===== config.mk =====
export PLATFORM = sky130hd
export DESIGN_NAME = next_hop_table_sorted_by_latency_top
export DESIGN_NICKNAME = d
export VERILOG_FILES = /design/src/rtl/nhtsl_pkg.sv /design/src/rtl/next_hop_table_sorted_by_latency_top.sv
export SDC_FILE = /design/constraint.sdc
export NUM_CORES = 2
export LEC_CHECK = 0
export BUFFER_PORTS_ARGS = -buffer_cell sky130_fd_sc_hd__buf_2
export CAP_MARGIN = 20
export CORE_AREA = 5 5 382 309
export CTS_CLUSTER_SIZE = 12
export DETAILED_ROUTE_END_ITERATION = 7
export DIE_AREA = 0 0 387 314
export PLACE_DENSITY_LB_ADDON = 0.08
export REMOVE_ABC_BUFFERS = 1
export SYNTH_ARGS = -nofsm -noshare
export SYNTH_HDL_FRONTEND = slang
export SYNTH_SLANG_ARGS = --single-unit

===== constraint.sdc =====
create_clock -name clk -period 26.1 [get_ports clk]
set_input_delay 1.305 -clock clk [delete_from_list [all_inputs] [get_ports clk]]
set_output_delay 1.305 -clock clk [all_outputs]
set_load 0.02 [all_outputs]

===== src/rtl/nhtsl_pkg.sv =====
// shared types and constants for the latency-sorted next-hop table
package nhtsl_pkg;

	localparam logic [1:0] KIND_ADD    = 2'd0;
	localparam logic [1:0] KIND_REMOVE = 2'd1;
	localparam logic [1:0] KIND_QUERY  = 2'd2;

	// one stored next hop
	typedef struct packed {
		logic [31:0] latency;
		logic [31:0] cost;
		logic        mac_ok;
		logic [47:0] mac;
		logic [7:0]  face;
	} slot_t;

	typedef enum logic [3:0] {
		ST_IDLE,
		ST_SCAN_RD,
		ST_SCAN_CHK,
		ST_UPD_RD,
		ST_UPD_WR,
		ST_SHIFT_RD,
		ST_SHIFT_WR,
		ST_DEL_RD,
		ST_DEL_WR,
		ST_DONE
	} state_t;

endpackage


===== src/rtl/next_hop_table_sorted_by_latency_top.sv =====
// top level: latency-sorted next-hop table built around one slot memory
// a lookup reads and checks the slots from the front; an add then slides the slot toward
// the front or the back into latency order, and a remove closes up the slots behind it
// takes one item at a time; a new beat is accepted only while idle, and the
// input is ready again once the result register has taken the beat
// reset: asynchronous; clears the entry count and control, slot memory is not cleared
module next_hop_table_sorted_by_latency_top #(
	parameter int TABLE_DEPTH = 16
) (
	input  logic         clk,
	input  logic         arst_n,
	input  logic         s_tvalid,
	output logic         s_tready,
	input  logic [127:0] s_tdata,  // face_id[7:0], mac_address[55:8], mac_ok[56],
	                               // cost[88:57], latency[120:89], zero fill
	input  logic [1:0]   s_tuser,  // kind
	output logic         m_tvalid,
	input  logic         m_tready,
	output logic [7:0]   m_tdata   // hit[0], dropped[1], entry_count[6:2], zero fill
);

	localparam int IW = (TABLE_DEPTH > 1) ? $clog2(TABLE_DEPTH) : 1;
	localparam int CW = $clog2(TABLE_DEPTH + 1);

	// slot memory, one read and one write port
	nhtsl_pkg::slot_t mem [TABLE_DEPTH];
	nhtsl_pkg::slot_t rd_q;
	logic [IW-1:0] ra, wa;
	logic we;
	nhtsl_pkg::slot_t wd;

	always_ff @(posedge clk) begin
		if (we) mem[wa] <= wd;
		rd_q <= mem[ra];
	end

	nhtsl_pkg::state_t st_q, st_n;
	logic [CW-1:0] cnt_q, cnt_n;
	logic [CW-1:0] idx_q, idx_n;
	logic [1:0] kind_q;
	logic [7:0] face_q;
	logic [47:0] mac_q;
	logic mok_q;
	logic [31:0] cost_q, lat_q;
	logic hit_q, hit_n, drop_q, drop_n;
	nhtsl_pkg::slot_t upd_q, upd_n;
	logic [7:0] res_n;
	logic ld_in;

	assign s_tready = (st_q == nhtsl_pkg::ST_IDLE);
	assign ld_in = s_tvalid && s_tready;

	// match of the slot just read against the held request
	logic match;
	always_comb begin
		case (kind_q)
			nhtsl_pkg::KIND_ADD:
				match = mok_q ? (rd_q.mac_ok && rd_q.mac == mac_q) : (rd_q.face == face_q);
			nhtsl_pkg::KIND_QUERY:
				match = (rd_q.face == face_q) && (!mok_q || (rd_q.mac_ok && rd_q.mac == mac_q));
			default: match = (rd_q.face == face_q);
		endcase
	end

	// sequencer
	always_comb begin
		st_n = st_q;
		cnt_n = cnt_q;
		idx_n = idx_q;
		hit_n = hit_q;
		drop_n = drop_q;
		upd_n = upd_q;
		ra = idx_q[IW-1:0];
		wa = idx_q[IW-1:0];
		we = 1'b0;
		wd = upd_q;
		case (st_q)
			nhtsl_pkg::ST_IDLE: begin
				idx_n = '0;
				hit_n = 1'b0;
				drop_n = 1'b0;
				if (ld_in) st_n = nhtsl_pkg::ST_SCAN_RD;
			end
			nhtsl_pkg::ST_SCAN_RD: begin
				if (kind_q != nhtsl_pkg::KIND_ADD && kind_q != nhtsl_pkg::KIND_REMOVE
				    && kind_q != nhtsl_pkg::KIND_QUERY) begin
					st_n = nhtsl_pkg::ST_DONE;
				end else if (idx_q >= cnt_q) begin
					// miss
					if (kind_q == nhtsl_pkg::KIND_ADD) begin
						if (cnt_q == CW'(TABLE_DEPTH)) begin
							drop_n = 1'b1;
							st_n = nhtsl_pkg::ST_DONE;
						end else begin
							upd_n.face = face_q;
							upd_n.cost = cost_q;
							upd_n.latency = lat_q;
							upd_n.mac = mac_q;
							upd_n.mac_ok = mok_q;
							cnt_n = cnt_q + 1'b1;
							st_n = nhtsl_pkg::ST_SHIFT_RD;
						end
					end else begin
						st_n = nhtsl_pkg::ST_DONE;
					end
				end else begin
					st_n = nhtsl_pkg::ST_SCAN_CHK;
				end
			end
			nhtsl_pkg::ST_SCAN_CHK: begin
				if (match) begin
					hit_n = 1'b1;
					case (kind_q)
						nhtsl_pkg::KIND_ADD: begin
							upd_n = rd_q;
							if (rd_q.cost == '0) upd_n.cost = cost_q;
							upd_n.latency = lat_q;
							upd_n.mac = mac_q;
							upd_n.mac_ok = mok_q;
							st_n = nhtsl_pkg::ST_UPD_RD;
						end
						nhtsl_pkg::KIND_REMOVE: st_n = nhtsl_pkg::ST_DEL_RD;
						default: st_n = nhtsl_pkg::ST_DONE;
					endcase
				end else begin
					idx_n = idx_q + 1'b1;
					st_n = nhtsl_pkg::ST_SCAN_RD;
				end
			end
			// updated slot at idx: slide toward front while predecessor is larger,
			// else toward back while successor is smaller
			nhtsl_pkg::ST_UPD_RD: begin
				if (idx_q != '0) begin
					ra = IW'(idx_q - 1'b1);
					st_n = nhtsl_pkg::ST_UPD_WR;
				end else begin
					ra = IW'(idx_q + 1'b1);
					st_n = nhtsl_pkg::ST_SHIFT_WR;
				end
			end
			nhtsl_pkg::ST_UPD_WR: begin
				if (rd_q.latency > upd_q.latency) begin
					we = 1'b1;
					wd = rd_q;
					idx_n = idx_q - 1'b1;
					st_n = nhtsl_pkg::ST_SHIFT_RD;
				end else begin
					ra = IW'(idx_q + 1'b1);
					st_n = nhtsl_pkg::ST_SHIFT_WR;
				end
			end
			// new slot at end or moving front: compare with predecessor
			nhtsl_pkg::ST_SHIFT_RD: begin
				if (idx_q == '0) begin
					we = 1'b1;
					st_n = nhtsl_pkg::ST_DONE;
				end else begin
					ra = IW'(idx_q - 1'b1);
					st_n = nhtsl_pkg::ST_UPD_WR;
				end
			end
			// moving back: compare with successor
			nhtsl_pkg::ST_SHIFT_WR: begin
				if (idx_q + 1'b1 < cnt_q && rd_q.latency < upd_q.latency) begin
					we = 1'b1;
					wd = rd_q;
					idx_n = idx_q + 1'b1;
					ra = IW'(idx_q + 2'd2);
					st_n = nhtsl_pkg::ST_SHIFT_WR;
				end else begin
					we = 1'b1;
					st_n = nhtsl_pkg::ST_DONE;
				end
			end
			nhtsl_pkg::ST_DEL_RD: begin
				if (idx_q + 1'b1 >= cnt_q) begin
					cnt_n = cnt_q - 1'b1;
					st_n = nhtsl_pkg::ST_DONE;
				end else begin
					ra = IW'(idx_q + 1'b1);
					st_n = nhtsl_pkg::ST_DEL_WR;
				end
			end
			nhtsl_pkg::ST_DEL_WR: begin
				we = 1'b1;
				wd = rd_q;
				idx_n = idx_q + 1'b1;
				st_n = nhtsl_pkg::ST_DEL_RD;
			end
			nhtsl_pkg::ST_DONE: begin
				if (!m_tvalid || m_tready) st_n = nhtsl_pkg::ST_IDLE;
			end
			default: st_n = nhtsl_pkg::ST_IDLE;
		endcase
	end

	always_ff @(posedge clk or negedge arst_n) begin
		if (!arst_n) begin
			st_q <= nhtsl_pkg::ST_IDLE;
			cnt_q <= '0;
			m_tvalid <= 1'b0;
		end else begin
			st_q <= st_n;
			cnt_q <= cnt_n;
			if (st_q == nhtsl_pkg::ST_DONE && (!m_tvalid || m_tready)) m_tvalid <= 1'b1;
			else if (m_tready) m_tvalid <= 1'b0;
		end
	end

	// result beat packing
	always_comb begin
		res_n = '0;
		res_n[0] = hit_q;
		res_n[1] = drop_q;
		res_n[6:2] = 5'(cnt_q);
	end

	always_ff @(posedge clk) begin
		idx_q <= idx_n;
		hit_q <= hit_n;
		drop_q <= drop_n;
		upd_q <= upd_n;
		if (st_q == nhtsl_pkg::ST_DONE && (!m_tvalid || m_tready)) m_tdata <= res_n;
		if (ld_in) begin
			face_q <= s_tdata[7:0];
			mac_q <= s_tdata[55:8];
			mok_q <= s_tdata[56];
			cost_q <= s_tdata[88:57];
			lat_q <= s_tdata[120:89];
			kind_q <= s_tuser;
		end
	end

endmodule


; Word-level counts from Yosys, hierarchy flattened
; Memories as Yosys holds them, arrays and structs flattened. A register that Yosys moved wholly into a read port is not among the register bits.
; Cells that the tools add are included.
[classes]
order_cmp = 5
n_eq_ne = 29
n_bitwise = 0
shift = 0
n_addsub = 5
multipliers = 0
n_reduce_logical = 30
mux = 57
n_div = 0
[ops]
columns = cell, count
row1 = 2-to-1 mux 121 bit, 8
row2 = case mux 121 bit (3 select lines), 1
row3 = case mux 121 bit (2 select lines), 1
row4 = 2-to-1 mux 4 bit, 14
row5 = == test 48 bit, 1
row6 = 2-to-1 mux 5 bit, 8
row7 = case mux 4 bit (10 select lines), 1
row8 = > comparator 32 bit, 1
row9 = zero test 32 bit, 1
row10 = less-than comparator 32 bit, 1
row11 = 2-to-1 mux 32 bit, 1
row12 = case mux 5 bit (5 select lines), 1
row13 = != test 2 bit (second input constant), 12
row14 = case mux 4 bit (5 select lines), 1
row15 = == test 4 x 3 -> 1 bit (second input constant), 4
row16 = 2-to-1 mux 1 bit, 13
row17 = nonzero test 2 bit, 6
row18 = adder 5 x 1 -> 5 bit (second input constant), 2
row19 = >= comparator 5 bit, 2
row20 = case mux 5 bit (2 select lines), 1
row21 = nonzero test 5 bit, 2
row22 = subtractor 5 x 1 -> 5 bit (second input constant), 2
row23 = == test 4 x 2 -> 1 bit (second input constant), 2
row24 = == test 4 bit (second input constant), 2
row25 = 24 further kinds, 38
[word_totals]
latchBits = 0
mem_bits_ro = 0
ram_bits = 1936
wordCells = 145
memories = 1
inputBits = 134
output_inout_bits = 10
register_bits = 268
[mem_list]
columns = memory, words, width, read_ports, rd_ports_with_merged_regs, wr, line_no
row1 = mem, 16, 121, 1, 1, 1, next_hop_table_sorted_by_latency_top.sv:26  ; nhtsl_pkg::slot_t mem [TABLE_DEPTH];

; Longest topological paths before layout
[depth]
word_depth = 7
ltp_mapped = 19
depth_no_buf = 15

; Least setup slack after synthesis
; No wires, ideal clock.
[synth_path]
path_kind = register -> register
from = register upd_q[119] (netlist bit)
to = memory mem[12][0] (netlist bit) (enable)
required_ps = 25454
path_slack_ps = 17126
setup_ps = 646
stages_incl_launch_ff = 11
n_path_buf = 0
synth_period_minus_slack_ps = 8974
arrival_time_ps = 8328
cell_sequence = edfxtp_1 inv_1 ha_1 nand4_1 or2_1 nor4_2 o31a_2 nor3_1 o32ai_1 nand2_1 nor3_1
[synth_between]
elab_chain_cells = 5
[synth_rtl]
columns = element, line_no
row1 = from (decl), next_hop_table_sorted_by_latency_top.sv:46  ; nhtsl_pkg::slot_t upd_q, upd_n;
row2 = from (signal assigned), next_hop_table_sorted_by_latency_top.sv:222  ; upd_q <= upd_n;
row3 = > comparator 32 bit, next_hop_table_sorted_by_latency_top.sv:142  ; if (rd_q.latency > upd_q.latency) begin
row4 = 2-to-1 mux 1 bit, next_hop_table_sorted_by_latency_top.sv:142
row5 = case mux 1 bit (3 select lines), next_hop_table_sorted_by_latency_top.sv:77  ; case (st_q)
row6 = 2-to-1 mux 1 bit, next_hop_table_sorted_by_latency_top.sv:33  ; if (we) mem[wa] <= wd;
row7 = 2-to-1 mux 1 bit (implied by the code), next_hop_table_sorted_by_latency_top.sv:33
row8 = to (decl), next_hop_table_sorted_by_latency_top.sv:26
; No other way between the ends.

; Worst setup path after layout
[layout_path]
from = register idx_q[0]
to = register, netlist name rd_q[101]
[layout_between]
elab_chain_cells = 5
word_cells_on_any_way = 14
classes_between = add/sub (3) / order compare (2) / mux (6) / reduce/logical (3)
[layout_rtl]
columns = element, line_no
row1 = from (decl), next_hop_table_sorted_by_latency_top.sv:39  ; logic [CW-1:0] idx_q, idx_n;
row2 = from (signal assigned), next_hop_table_sorted_by_latency_top.sv:219  ; idx_q <= idx_n;
row3 = adder 5 x 1 -> 5 bit, "next_hop_table_sorted_by_latency_top.sv:164, next_hop_table_sorted_by_latency_top.sv:176"
row4 = less-than comparator 5 bit, next_hop_table_sorted_by_latency_top.sv:164  ; if (idx_q + 1'b1 < cnt_q && rd_q.latency < upd_q.latency) begin
row5 = logical AND 1 bit, next_hop_table_sorted_by_latency_top.sv:164
row6 = 2-to-1 mux 4 bit, next_hop_table_sorted_by_latency_top.sv:164
row7 = case mux 4 bit (5 select lines) *, next_hop_table_sorted_by_latency_top.sv:77
; Mark *: on every way between the ends. The rest lies on a longest branch, timed or not.
; A chain may end at the register's enable or synchronous reset.

==> results.py <==
metrics = {
    "critical_path": {
        "cp-start-kind": "register",
        "worstSetupPathType": "reg -> reg",
        "cp_top_family": "buffers and inverters",
        "path_buf_inv": 4,
        "required_ps": 26700,
        "cp_cell_sequence": "inv_1 -> ha_1 -> or4b_1 -> ha_1 -> or3b_2 -> a22oi_1 -> nor3_1 -> a31oi_1 -> a21oi_1 -> nor3b_4 -> buf_12 -> buf_4 -> buf_4 -> mux2i_1 -> mux2i_1 -> mux2i_1 -> a22oi_1",
        "worst_path_most_repeated_cell": "mux2i_1",
        "cp_slowest_cell": "buf_4",
        "cp_slowest_stage_delay_ps": 920,
        "crit_path_end_kind": "register",
        "worstPathArrival_ps": 7450,
        "path_max_fanout": 148,
    },
    "logic_synthesis": {
        "yosysWarnings": 0,
        "synthTopCellsByCount": "edfxtp_1 (1,618), mux2i_1 (892), nand2_1 (238)",
        "synth_fa_ha_area_share_pct": 1.01,
        "synth_top_area_share_pct": 70.7,
        "yosysMostFrequentCell": "edfxtp_1",
        "synth_top_family_by_area": "multiplexers",
        "synth_compound_area_share_pct": 5.33,
        "ys_ff_latch": 1717,
        "synth-simple-area-share_pct": 3.16,
        "synth_edf_count": 1618,
        "synth_area_per_cell_um2": 17.0,
        "synthTopCellsByArea": "edfxtp_1 (71%), mux2i_1 (13%), dfxtp_1 (2.6%), nand2_1 (1.3%), a311o_1 (1.3%)",
        "yosys.area_share.xor_xnor_pct": 0.599,
        "muxShareOfSynthArea_pct": 14.1,
        "synth-async-reset-ratio_pct": 0.582,
        "syn_area_mm2": 0.0687,
        "synth_cells": 4032,
        "yosysSeqAreaShare_pct": 73.6,
        "yosysUniqueCellTypes": 75,
        "yosys.area.top_type": "edfxtp_1",
        "synth_ff_type": "edfxtp_1",
    },
    "route": {
        "wire_per_inst_um": 25.3,
        "top_layer": "met5",
        "drt_iter0_markers": 2901,
        "vias_per_cell": 6.04,
        "routed_wl_um": 147000,
        "drc": 0,
        "drtPass1Iterations": 6,
        "ant_nets": 0,
        "vias": 35200,
        "drt-met1-wl_um": 65500,
        "dr_wl_met3_um": 8010,
        "routed-wl-met2_um": 70500,
    },
    "clocking": {
        "cts_root_buf": "clkbuf_16",
        "cts_hold_buf": 0,
        "cts_num_sinks": 1717,
        "postCtsSetupBuffers": 0,
        "path_clk_slew_ps": 60,
        "cts_tree": "built",
        "cts_buffers": 167,
        "cts_buffer_depth": 3,
        "htree_levels": 4,
        "clk_latency_ps": 790,
        "cts_resized": 0,
    },
    "placed_design": {
        "portBuffers": 103,
        "gp_congestion": 0.798,
        "placed_area_mm2": 0.0709,
        "place_hpwl_um": 69200,
    },
    "floorplanning": {
        "dieHeight_um": 314,
        "core-area_mm2": 0.114,
        "fp.dieW_um": 387,
        "rows": 111,
        "initial_core_util_pct": 60.4,
        "dieArea_mm2": 0.122,
        "num_io_pins": 144,
    },
    "final_layout": {
        "stdcell_area_mm2": 0.0759,
        "drive_gt1_share_pct": 11.4,
        "final_core_util_pct": 66.7,
        "antenna_cells": 0,
        "synthToLayoutAreaGrowth_pct": 10.4,
        "fin_nets": 4364,
    },
    "sta": {
        "max_slew_margin_pct": 22.3,
        "fin_skew_ps": 23.2,
        "rsz0062_at_grt": "false",
        "worst_hold_slack_ps": 391,
        "fin_crit_sh_pct": 26.2,
        "drv_slew": 0,
        "min_period_ps": 6850,
        "fin_setup_tns_ps": 0,
        "finalSetupViolCount": 0,
        "fmax_mhz": 146,
        "tightestPinTransition_ps": 1160,
        "hold_violations": 0,
    },
    "pwr": {
        "irDropWorstVdd_v": 0.000183,
        "power_density_mw_per_mm2": 134,
        "p_leak_nw": 26.7,
        "total_power_mw": 10.2,
    },
    "outcome": {
        "status": "finished, final reports clean",
    },
    "grt": {
        "gr-usage-all-layers_pct": 24.1,
        "grt_pass1_vias": 34300,
        "grt_pass1_wl_um": 219000,
        "grt_overflow_total": 0,
        "antenna_found_initial": 2,
        "grt_max_degree": 157,
    },
    "hold_path": {
        "hold_class": "in -> async",
    },
    "job": {
        "maxCapViolations": 0,
    },
}
## cells in the final DEF, fill, tap and decap left out, types with 12 or more instances in the layout
| cell | Yosys | final |
|---|---|---|
| nor3_1 | 22 | 13 |
| edfxtp_1 | 1618 | 1618 |
| a311o_1 | 89 | 89 |
| mux2i_1 | 892 | 892 |
| xnor2_1 | 25 | 25 |
| xor2_1 | 22 | 22 |
| nand4_1 | 16 | 16 |
| nor2b_1 | 92 | 91 |
| o21ai_0 | 49 | 48 |
| nor2_1 | 25 | 21 |
| a211oi_1 | 90 | 90 |
| ha_1 | 54 | 54 |
| nand2_1 | 238 | 237 |
| a22oi_1 | 95 | 95 |
| a21oi_1 | 122 | 121 |
| dfxtp_1 | 89 | 89 |
| buf_12 | 0 | 12 |
| clkbuf_1 | 75 | 102 |
| clkbuf_16 | 0 | 172 |
| buf_2 | 67 | 104 |
| mux2_2 | 66 | 66 |
| inv_1 | 76 | 76 |
| buf_4 | 56 | 77 |
## logic make-up (layout without fill, tap and decap cells)
| group | Yosys count | count (layout) |
|---|---|---|
| other | 1 | 1 |
| DFF | 1717 | 1717 |
| adders and majority gates | 55 | 55 |
| muxes | 958 | 958 |
| buffers and inverters | 296 | 573 |
| and+or+nand+nor | 449 | 449 |
| xor gates and xnor gates | 47 | 47 |
| AOI/OAI and AO/OA | 509 | 509 |
## routing by layer
| metal | track usage [%] | vias up |
|---|---|---|
| met2 | 39.1 | 987 |
| met3 | 3.31 | 198 |
| li1 | - | 16000 |
| met1 | 34.4 | 18000 |
| met4 | 7.53 | 2 |
| met5 | 0 | - |
## power by group
| part | internal (mW) | switching [mW] | leakage [nW] |
|---|---|---|---|
| Combinational | 1.67 | 2.56 | 8.82 |
| Sequential | 3.59 | 0.125 | 15.5 |
| Clock | 1.25 | 0.969 | 2.38 |
## final cells by class
type,instances,area [um^2]
Timing Repair Buffer,193,1340
Sequential cell,1717,50600
Fill cell,7754,37900
Multi-Input combinational cell,2019,16800
Inverter,77,289
Clock buffer,283,4810
Tap cell,1525,1910
Clock inverter,20,155
## state kept, by name, summed over array words and instances, names as in the netlist
signal,flops
drop_q,1
idx_q,5
hit_q,1
m_tdata,7
lat_q,32
rd_q,89
upd_q,89
m_tvalid,1
kind_q,2
face_q,8
mok_q,1
cnt_q,5
mem,1424
st_q,4
mac_q,48
## per-stage QoR
stage,worst slack (ps),instances
global placement,19330,5528
global route,18900,5834
floorplan,-2270,3813
finish,19250,5834
CTS,19280,5832
detailed placement,19310,5529
## final timing paths
check                                    start              endpoint  slack [ps]  depth (start not counted)
min in group clk           lat_q[14]$_DFFE_PP_  upd_q[103]$_DFFE_PP_         420                          0
hold / removal                          arst_n  cnt_q[2]$_DFFE_PN0P_         390                          1
max in group asynchronous               arst_n  cnt_q[0]$_DFFE_PN0P_       25480                          1
setup / recovery            idx_q[0]$_DFFE_PP_     rd_q[101]$_DFF_P_       19250                         17
setup reg to reg            idx_q[0]$_DFFE_PP_     rd_q[101]$_DFF_P_       19250                         17
hold reg to reg            lat_q[14]$_DFFE_PP_  upd_q[103]$_DFFE_PP_         420                          0
No activity file was read; power rests on OpenSTA's default activity.
